===== config.mk =====
export PLATFORM = sky130hd
export DESIGN_NAME = rotary_encoder_button_decoder
export DESIGN_NICKNAME = d
export VERILOG_FILES = /design/src/hdl/reb_pkg.sv /design/src/hdl/reb_rotation.sv /design/src/hdl/reb_button.sv /design/src/hdl/rotary_encoder_button_decoder.sv
export VERILOG_INCLUDE_DIRS = /design/src /design/src/hdl
export SDC_FILE = /design/constraint.sdc
export NUM_CORES = 1
export LEC_CHECK = 0
export BUFFER_PORTS_ARGS = -buffer_cell sky130_fd_sc_hd__buf_4
export CAP_MARGIN = 20
export CELL_PAD_IN_SITES_DETAIL_PLACEMENT = 0
export CELL_PAD_IN_SITES_GLOBAL_PLACEMENT = 1
export CORE_AREA = 2 2 135 269
export CTS_CLUSTER_SIZE = 16
export DETAILED_ROUTE_END_ITERATION = 6
export DIE_AREA = 0 0 137 271
export GPL_TIMING_DRIVEN = 0
export PLACE_DENSITY_LB_ADDON = 0.1
export SLEW_MARGIN = 5
export SYNTH_ARGS = -nofsm -noshare
export SYNTH_HDL_FRONTEND = slang
export SYNTH_SLANG_ARGS = --single-unit

===== constraint.sdc =====
create_clock -name clock -period 12.37 [get_ports clock]
set_input_delay 2.474 -clock clock [delete_from_list [all_inputs] [get_ports clock]]
set_output_delay 2.474 -clock clock [all_outputs]
set_load 0.05 [all_outputs]

===== src/hdl/rotary_encoder_button_decoder_macros.svh =====
// ----------------------------------------------------------------------------
// Assertion macros for the rotary encoder button decoder
// Concurrent checks that can be compiled out by defining ASSERT_OFF.
// ----------------------------------------------------------------------------
`ifndef ROTARY_ENCODER_BUTTON_DECODER_MACROS_SVH
`define ROTARY_ENCODER_BUTTON_DECODER_MACROS_SVH

`ifndef ASSERT_OFF

// The consequent must hold in the same cycle as the antecedent.
`define REB_ASSERT_SAME(label, clk, rst, ante, cons) \
   label: assert property (@(posedge clk) disable iff (rst) (ante) |-> (cons)) \
      else $error("assertion failed in %m");

// The consequent must hold in the cycle after the antecedent.
`define REB_ASSERT_NEXT(label, clk, rst, ante, cons) \
   label: assert property (@(posedge clk) disable iff (rst) (ante) |=> (cons)) \
      else $error("assertion failed in %m");

`else

`define REB_ASSERT_SAME(label, clk, rst, ante, cons)
`define REB_ASSERT_NEXT(label, clk, rst, ante, cons)

`endif

`endif


===== src/hdl/reb_pkg.sv =====
// ----------------------------------------------------------------------------
// Rotary encoder button decoder package
// Shared types, event codes and timing constants.
// ----------------------------------------------------------------------------
package reb_pkg;

   typedef logic [1:0]  pair_type;
   typedef logic [31:0] ms_type;

   typedef enum logic [2:0] {
      EV_NONE  = 3'd0,
      EV_CW    = 3'd1,
      EV_CCW   = 3'd2,
      EV_CLICK = 3'd3,
      EV_LONG  = 3'd4
   } event_type;

   typedef enum logic [1:0] {
      DIR_IDLE = 2'd0,
      DIR_CW   = 2'd1,
      DIR_CCW  = 2'd2
   } dir_type;

   typedef enum logic [1:0] {
      CSR_LONG_PRESS = 2'd0,
      CSR_DEBOUNCE   = 2'd1
   } csr_index_type;

   // One sample of the pins together with its time stamp.
   typedef struct packed {
      logic   clk_level;
      logic   dt_level;
      logic   sw_level;
      ms_type now_ms;
   } sample_type;

   typedef struct packed {
      ms_type long_press_ms;
      ms_type debounce_ms;
   } cfg_type;

   localparam pair_type PAIR_IDLE = 2'b11;

   // Gray sequences of the pair {A, B} for one full detent.
   localparam pair_type CW_ORDER  [4] = '{2'b01, 2'b00, 2'b10, 2'b11};
   localparam pair_type CCW_ORDER [4] = '{2'b10, 2'b00, 2'b01, 2'b11};

   localparam ms_type SEQ_TIMEOUT_MS    = 32'd100;
   localparam ms_type HOLD_GUARD_MS     = 32'd500;
   localparam ms_type COOLDOWN_MS       = 32'd1000;
   localparam ms_type COOLDOWN_CLEAR_MS = 32'd1050;

   localparam ms_type LONG_PRESS_RESET = 32'd1000;
   localparam ms_type DEBOUNCE_RESET   = 32'd200;

endpackage


===== src/hdl/reb_rotation.sv =====
// ----------------------------------------------------------------------------
// Rotation tracker
// Follows the quadrature Gray sequence and reports one full detent per step.
// ----------------------------------------------------------------------------
module reb_rotation (
   input  logic                 clock,
   input  logic                 reset,
   input  logic                 step_en,
   input  reb_pkg::sample_type  sample,
   output reb_pkg::event_type   rot_event
);

   reb_pkg::pair_type  last_pair_ff, last_pair_in;
   logic [1:0]         seq_step_ff, seq_step_in;
   reb_pkg::dir_type   seq_dir_ff, seq_dir_in;
   reb_pkg::ms_type    seq_stamp_ff, seq_stamp_in;

   reb_pkg::pair_type  pair;
   reb_pkg::pair_type  want_pair;
   reb_pkg::ms_type    seq_age;
   logic [1:0]         step_a;
   reb_pkg::dir_type   dir_a;
   logic               pair_moved;

   assign pair       = {sample.clk_level, sample.dt_level};
   assign seq_age    = sample.now_ms - seq_stamp_ff;
   assign pair_moved = (pair != last_pair_ff) && ((pair ^ last_pair_ff) != 2'b11);

   always_comb begin
      last_pair_in = last_pair_ff;
      seq_step_in  = seq_step_ff;
      seq_dir_in   = seq_dir_ff;
      seq_stamp_in = seq_stamp_ff;
      rot_event    = reb_pkg::EV_NONE;
      step_a       = seq_step_ff;
      dir_a        = seq_dir_ff;
      want_pair    = reb_pkg::PAIR_IDLE;

      // A double-bit change is bounce and leaves the tracker untouched.
      if (pair_moved) begin
         last_pair_in = pair;
         if (seq_step_ff != 2'd0 && seq_age > reb_pkg::SEQ_TIMEOUT_MS) begin
            step_a = 2'd0;
            dir_a  = reb_pkg::DIR_IDLE;
         end
         seq_step_in = step_a;
         seq_dir_in  = dir_a;

         if (step_a == 2'd0) begin
            if (pair == reb_pkg::CW_ORDER[0]) begin
               seq_dir_in   = reb_pkg::DIR_CW;
               seq_step_in  = 2'd1;
               seq_stamp_in = sample.now_ms;
            end else if (pair == reb_pkg::CCW_ORDER[0]) begin
               seq_dir_in   = reb_pkg::DIR_CCW;
               seq_step_in  = 2'd1;
               seq_stamp_in = sample.now_ms;
            end
         end else begin
            case (dir_a)
               reb_pkg::DIR_CW: begin
                  want_pair = reb_pkg::CW_ORDER[step_a];
               end
               reb_pkg::DIR_CCW: begin
                  want_pair = reb_pkg::CCW_ORDER[step_a];
               end
               default: begin
                  want_pair = reb_pkg::PAIR_IDLE;
               end
            endcase

            if (dir_a != reb_pkg::DIR_IDLE && pair == want_pair) begin
               if (step_a == 2'd3) begin
                  seq_step_in = 2'd0;
                  seq_dir_in  = reb_pkg::DIR_IDLE;
                  rot_event   = (dir_a == reb_pkg::DIR_CW) ? reb_pkg::EV_CW
                                                            : reb_pkg::EV_CCW;
               end else begin
                  seq_step_in  = step_a + 2'd1;
                  seq_stamp_in = sample.now_ms;
               end
            end else if (pair == reb_pkg::PAIR_IDLE) begin
               seq_step_in = 2'd0;
               seq_dir_in  = reb_pkg::DIR_IDLE;
            end
         end
      end
   end

   always_ff @(posedge clock) begin
      if (reset) begin
         last_pair_ff <= reb_pkg::PAIR_IDLE;
         seq_step_ff  <= 2'd0;
         seq_dir_ff   <= reb_pkg::DIR_IDLE;
         seq_stamp_ff <= '0;
      end else if (step_en) begin
         last_pair_ff <= last_pair_in;
         seq_step_ff  <= seq_step_in;
         seq_dir_ff   <= seq_dir_in;
         seq_stamp_ff <= seq_stamp_in;
      end
   end

endmodule


===== src/hdl/reb_button.sv =====
// ----------------------------------------------------------------------------
// Button tracker
// Debounced click on release, long press on hold, cooldown after a long press.
// ----------------------------------------------------------------------------
module reb_button (
   input  logic                 clock,
   input  logic                 reset,
   input  logic                 step_en,
   input  reb_pkg::sample_type  sample,
   input  reb_pkg::cfg_type     cfg,
   output reb_pkg::event_type   btn_event
);

   logic               last_button_ff, last_button_in;
   reb_pkg::ms_type    press_start_ff, press_start_in;
   logic               long_seen_ff, long_seen_in;
   reb_pkg::ms_type    last_action_ff, last_action_in;
   reb_pkg::ms_type    cooldown_stamp_ff, cooldown_stamp_in;

   logic               press_edge;
   logic               release_edge;
   reb_pkg::ms_type    press_a;
   logic               long_a;
   reb_pkg::ms_type    held_ms;
   reb_pkg::ms_type    since_action;
   reb_pkg::ms_type    since_cool;
   logic               cooling;
   logic               long_hit;

   assign press_edge   = last_button_ff && !sample.sw_level;
   assign release_edge = !last_button_ff && sample.sw_level;
   assign press_a      = press_edge ? sample.now_ms : press_start_ff;
   assign long_a       = press_edge ? 1'b0 : long_seen_ff;
   assign held_ms      = sample.now_ms - press_a;
   assign since_action = sample.now_ms - last_action_ff;
   assign since_cool   = sample.now_ms - cooldown_stamp_ff;
   assign cooling      = cooldown_stamp_ff != '0;

   // A press that started at time zero can never turn into a long press.
   assign long_hit = !sample.sw_level && !long_a && (press_a != '0)
                     && (held_ms >= cfg.long_press_ms)
                     && (since_action >= cfg.debounce_ms);

   always_comb begin
      last_button_in    = sample.sw_level;
      press_start_in    = press_a;
      long_seen_in      = long_a;
      last_action_in    = last_action_ff;
      cooldown_stamp_in = cooldown_stamp_ff;
      btn_event         = reb_pkg::EV_NONE;

      if (long_hit) begin
         long_seen_in      = 1'b1;
         last_action_in    = sample.now_ms;
         cooldown_stamp_in = sample.now_ms;
         btn_event         = reb_pkg::EV_LONG;
      end else if (release_edge && cooling && since_cool < reb_pkg::COOLDOWN_MS) begin
         btn_event = reb_pkg::EV_NONE;
      end else if (release_edge && !long_a && since_action >= cfg.debounce_ms) begin
         last_action_in = sample.now_ms;
         btn_event      = reb_pkg::EV_CLICK;
      end else begin
         if (release_edge && long_a && since_cool > reb_pkg::HOLD_GUARD_MS) begin
            long_seen_in = 1'b0;
         end
         if (cooling && since_cool > reb_pkg::COOLDOWN_CLEAR_MS) begin
            cooldown_stamp_in = '0;
         end
      end
   end

   always_ff @(posedge clock) begin
      if (reset) begin
         last_button_ff    <= 1'b1;
         press_start_ff    <= '0;
         long_seen_ff      <= 1'b0;
         last_action_ff    <= '0;
         cooldown_stamp_ff <= '0;
      end else if (step_en) begin
         last_button_ff    <= last_button_in;
         press_start_ff    <= press_start_in;
         long_seen_ff      <= long_seen_in;
         last_action_ff    <= last_action_in;
         cooldown_stamp_ff <= cooldown_stamp_in;
      end
   end

endmodule


===== src/hdl/rotary_encoder_button_decoder.sv =====
// ----------------------------------------------------------------------------
// Rotary encoder button decoder
// Turns pin samples of a quadrature encoder with push button into events.
// ----------------------------------------------------------------------------
// Each req transaction carries one sample: encoder levels A and B, button
// level (0 pressed) and a millisecond time stamp. Each sample yields exactly
// one rsp transaction with an event code: none, clockwise, counterclockwise,
// click or long press. Rotation is decoded first; on a sample that completes
// a detent the button is not looked at.
// The sample is held in an input register, decoded by one level of compare
// and subtract logic and written to a result register. The earliest rsp
// handshake follows the req handshake through the input and result registers,
// and one transaction per cycle is sustained while rsp_ready is high.
// When rsp_ready is low the result register holds, the input register still
// takes one more sample, and req_ready drops only once both are full.
// The csr channel is always ready; index 0 writes the long press hold time,
// index 1 the debounce time, other indexes are ignored. Write it while idle.
// Reset (synchronous) empties both registers, restores the hold time to
// 1000 ms and the debounce time to 200 ms, and returns the decoder state to
// both pins high, button released, no press and no cooldown.
// ----------------------------------------------------------------------------
`include "rotary_encoder_button_decoder_macros.svh"

module rotary_encoder_button_decoder (
   input  logic         clock,
   input  logic         reset,
   input  logic         req_valid,
   output logic         req_ready,
   input  logic         req_clk_level,
   input  logic         req_dt_level,
   input  logic         req_sw_level,
   input  logic [31:0]  req_now_ms,
   output logic         rsp_valid,
   input  logic         rsp_ready,
   output logic [2:0]   rsp_event_code,
   input  logic         csr_valid,
   output logic         csr_ready,
   input  logic [1:0]   csr_index,
   input  logic [31:0]  csr_wdata
);

   logic                 in_vld_ff, in_vld_in;
   reb_pkg::sample_type  sample_ff;
   logic                 out_vld_ff, out_vld_in;
   reb_pkg::event_type   out_event_ff;
   reb_pkg::cfg_type     cfg_ff;

   logic                 advance;
   logic                 req_take;
   reb_pkg::event_type   rot_event;
   reb_pkg::event_type   btn_event;

   assign advance   = in_vld_ff && (!out_vld_ff || rsp_ready);
   assign req_ready = !in_vld_ff || advance;
   assign req_take  = req_valid && req_ready;
   assign in_vld_in = req_take || (in_vld_ff && !advance);
   assign out_vld_in = advance || (out_vld_ff && !rsp_ready);

   assign csr_ready      = 1'b1;
   assign rsp_valid      = out_vld_ff;
   assign rsp_event_code = out_event_ff;

   always_ff @(posedge clock) begin
      if (reset) begin
         in_vld_ff  <= 1'b0;
         out_vld_ff <= 1'b0;
      end else begin
         in_vld_ff  <= in_vld_in;
         out_vld_ff <= out_vld_in;
      end
   end

   always_ff @(posedge clock) begin
      if (req_take) begin
         sample_ff <= '{clk_level: req_clk_level, dt_level: req_dt_level,
                        sw_level: req_sw_level, now_ms: req_now_ms};
      end
      if (advance) begin
         out_event_ff <= (rot_event != reb_pkg::EV_NONE) ? rot_event : btn_event;
      end
   end

   always_ff @(posedge clock) begin
      if (reset) begin
         cfg_ff.long_press_ms <= reb_pkg::LONG_PRESS_RESET;
         cfg_ff.debounce_ms   <= reb_pkg::DEBOUNCE_RESET;
      end else if (csr_valid && csr_ready) begin
         case (csr_index)
            reb_pkg::CSR_LONG_PRESS: begin
               cfg_ff.long_press_ms <= csr_wdata;
            end
            reb_pkg::CSR_DEBOUNCE: begin
               cfg_ff.debounce_ms <= csr_wdata;
            end
            default: begin
            end
         endcase
      end
   end

   reb_rotation u_rotation (
      .clock     (clock),
      .reset     (reset),
      .step_en   (advance),
      .sample    (sample_ff),
      .rot_event (rot_event)
   );

   // The button state stands still on a sample that reports a rotation step.
   reb_button u_button (
      .clock     (clock),
      .reset     (reset),
      .step_en   (advance && (rot_event == reb_pkg::EV_NONE)),
      .sample    (sample_ff),
      .cfg       (cfg_ff),
      .btn_event (btn_event)
   );

   `REB_ASSERT_NEXT(a_advance_gives_result, clock, reset, advance, out_vld_ff)
   `REB_ASSERT_NEXT(a_take_fills_input, clock, reset, req_take, in_vld_ff)
   `REB_ASSERT_NEXT(a_waiting_sample_kept, clock, reset, in_vld_ff && !advance,
                    in_vld_ff && $stable(sample_ff))
   `REB_ASSERT_SAME(a_full_blocks_req, clock, reset, in_vld_ff && out_vld_ff && !rsp_ready,
                    !req_ready)

endmodule

==> flow_summary.json <==
{
  "outcome": "finished, final reports clean",
  "htree_levels": 1,
  "hold_path_class": "register to register",
  "synth_area_um2": 18070,
  "die_height_um": 271,
  "io_buffers": 78,
  "overflow": 0,
  "syn_nets": 2518,
  "peakVddDrop_uv": 124.9,
  "cts-root-buf": "clkbuf_16",
  "powerDensity_nw_per_um2": 118.8,
  "wl_per_cell_um": 21.58,
  "finClkSkew_ns": 0.01358,
  "worstHoldStart": "cfg_ff[13]",
  "clock_tree.buffer_depth": 3,
  "fin_crit_ns": 9.116,
  "placed_cell_area_um2": 19240,
  "n_antenna_cell": 0,
  "hold_end": "cfg_ff[13]",
  "power_mw": 2.370,
  "start_util": 0.5169,
  "leakagePower_nw": 7.458,
  "syn_inst": 2243,
  "grt_use_total": 0.3244,
  "routed_wl_mm": 60.63,
  "final_hold_viol_count": 0,
  "cts-resized-gates": 0,
  "synth_xor_area_frac": 0.04217,
  "cp_slowest_stage_delay_ns": 0.76,
  "dieArea_um2": 37130,
  "syn_area_per_cell_um2": 8.055,
  "cts_tree": "done",
  "r2r_slack_ns": 3.25,
  "fin_area_um2": 19950,
  "synth_ff_type": "dfxtp_1",
  "relSlewSlack": 0.2928,
  "drc": 0,
  "cp.required_ns": 12.83,
  "worstSetupStartpointType": "register",
  "finalWeightedCongestion": 0.9376,
  "endpoint_kind": "register",
  "cts.sink_count": 240,
  "setup-violations-final": 0,
  "viasPerCell": 6.169,
  "drive_above_1_share": 0.07104,
  "fp.coreArea_um2": 34950,
  "first_pass_iters": 5,
  "whs_ns": 0.4525,
  "detail_route.iter0.violations": 1161,
  "rows": 97,
  "grt_pass1_vias": 17031,
  "multi_input_area_um2": 11650,
  "dieWidth_um": 137,
  "drv_slew": 0,
  "nNetsFinal": 2624,
  "ctsHoldBuffers": 0,
  "fin_tns_setup_ns": 0,
  "critical_path_class": "register to register",
  "reg2regPathDepth": 30,
  "clkSlewWorstSetupHoldPaths_ns": 0.07,
  "async_flop_share": 0,
  "antenna_found_initial": 0,
  "reg2reg_from": "sample_ff[32]",
  "fmax_ghz": 0.1097,
  "critical_path_arrival_ns": 9.58,
  "drv_cap": 0,
  "yosys.area_share.simple": 0.1798,
  "r2r_end": "u_button.last_action_ff[31]",
  "layout_setup_ws_ns": 3.254,
  "synth_compound_area_frac": 0.2591,
  "cts_buffers": 23,
  "grt_pass1_wl_mm": 92.54,
  "period_share": 0.7369,
  "crit_fanout": 10,
  "synth_cell_types": 91,
  "place_ws_ns": 3.340,
  "n_fill_cell": 3364,
  "synth_top_family_by_area": "compound AO/OA/AOI/OAI gates",
  "io_pins": 80,
  "synthMuxAreaShare": 0.02271,
  "hold_depth": 2,
  "grt_max_degree": 36,
  "dp.final_hpwl_mm": 47.56,
  "ant_nets": 0,
  "synth_edf_count": 38,
  "rsz0062_at_grt": "false",
  "clk-insertion-delay-late_ns": 0.54,
  "cts_setup_buffers": 0,
  "syn2layout_area_growth_pct": 10.39,
  "cpMaxStageDelayCell": "o41ai_1",
  "yosysWarnings": 0,
  "ys_ff_latch": 240,
  "num_vias": 17336,
  "yosysSeqAreaShare": 0.2870,
  "worst_slew_pin_slew_ns": 1.054,
  "seq_area_um2": 5185,
  "synth-adder-area-share": 0.1409
}
placed cells by master, fill, tap and decap left out, types with 12 or more instances in the layout:
cell type	netlist	layout
a31oi_1	14	14
o211ai_1	49	49
clkbuf_16	0	23
edfxtp_1	38	38
xnor2_1	69	69
or3_1	17	17
ha_1	197	197
o21bai_1	21	21
buf_2	16	17
nand3_1	102	102
a311oi_1	33	33
nor2_1	103	103
nand4_1	31	31
buf_4	1	79
nand2_1	195	195
nand2b_1	37	37
and2_1	13	12
nor3_1	43	43
o21ai_0	117	117
dfxtp_1	202	202
nor2b_1	27	27
a211oi_1	12	12
and3_1	12	12
clkbuf_1	77	85
a21oi_1	269	269
xor2_1	18	18
o31ai_1	17	17
mux2i_1	41	41
inv_1	199	199
o21a_1	19	19
a21o_1	39	39
a22o_1	32	32
nor4_1	22	22
power breakdown:
| group | total, mW | switching, mW | internal (mW) |
|---|---|---|---|
| Combinational | 0.789 | 0.469 | 0.320 |
| Sequential | 0.884 | 0.0502 | 0.834 |
| Clock | 0.697 | 0.323 | 0.374 |
metal layers:
metal | vias up | part of all wire | global-route usage | wire length, um
met4 | 0 | 0.090 | 0.2431 | 5483
met1 | 8193 | 0.35 | 0.3208 | 20940
met5 | - | 0 | 0 | 0
li1 | 8381 | - | - | -
met2 | 562 | 0.52 | 0.5988 | 31770
met3 | 200 | 0.040 | 0.03747 | 2436
cells by family (layout without fill, tap and decap cells):
| family | after synthesis | after routing |
|---|---|---|
| adder cells (fa/ha/maj) | 201 | 201 |
| AND/OR/NAND/NOR | 649 | 649 |
| flip-flops | 240 | 240 |
| AO/OA/AOI/OAI | 718 | 718 |
| XOR/XNOR | 87 | 87 |
| multiplexers | 41 | 41 |
| buffers and inverters | 306 | 428 |
| other | 1 | 1 |
per-stage QoR:
stage | cells | util
after CTS | 2809 | 0.5705
after detailed placement | 2768 | 0.5503
after global routing | 2810 | 0.5706
after floorplan | 2243 | -
after global placement | 2766 | 0.5496
final | 2810 | 0.5706
worst max-delay path, delay by kind of cell, from the launching register on:
family | cells | cell delay (ns)
buffers and inverters | 4 | 2.01
adders and majority gates | 2 | 0.66
xor gates and xnor gates | 1 | 0.12
DFF | 1 | 0.46
and+or+nand+nor | 8 | 1.56
AOI/OAI and AO/OA | 15 | 4.19
area by class of cell:
| class | count | area share |
|---|---|---|
| repair buffers | 81 | 0.03086 |
| clock inverters | 9 | 0.004266 |
| flip-flops and latches | 240 | 0.2600 |
| clock buffers | 32 | 0.03105 |
| well taps | 445 | 0.02792 |
| multi-input cells | 1697 | 0.5842 |
| plain buffers | 107 | 0.02434 |
| inverters | 199 | 0.03745 |
how the worst max path moves through the flow:
stage	start	depth (start not counted)	slack, ns	end
2_1_floorplan	sample_ff[32]	29	5.88	u_button.cooldown_stamp_ff[10]
3_3_place_gp	sample_ff[32]	29	3.41	u_button.last_action_ff[27]
3_5_place_dp	sample_ff[32]	29	3.34	u_button.last_action_ff[31]
4_1_cts	sample_ff[32]	29	3.29	u_button.last_action_ff[28]
5_1_grt	sample_ff[32]	30	2.86	u_button.last_action_ff[31]
6_report	sample_ff[32]	30	3.25	u_button.last_action_ff[31]
cells in the mapped netlist, drive strengths merged, types with 27 or more instances:
master,instances,share of area
a21o,39,0.016
a21oi,269,0.075
a22o,32,0.016
a311oi,33,0.016
buf,30,0.011
clkbuf,77,0.016
dfxtp,202,0.22
edfxtp,38,0.063
ha,197,0.14
inv,199,0.041
mux2i,41,0.023
nand2,195,0.041
nand2b,37,0.013
nand3,102,0.028
nand4,31,0.011
nor2,103,0.021
nor2b,27,0.0093
nor3,44,0.012
o211ai,50,0.021
o21ai,121,0.034
xnor2,69,0.033
state kept, by name, summed over array words and instances, names as in the netlist:
register and cells:
cfg_ff 64, sample_ff 35, u_button.cooldown_stamp_ff 32, u_button.last_action_ff 32
u_button.press_start_ff 32, u_rotation.seq_stamp_ff 32, rsp_event_code 3, u_rotation.last_pair_ff 2
u_rotation.seq_dir_ff 2, u_rotation.seq_step_ff 2, in_vld_ff 1, rsp_valid 1
u_button.last_button_ff 1, u_button.long_seen_ff 1
No activity file was read; power rests on OpenSTA's default activity.
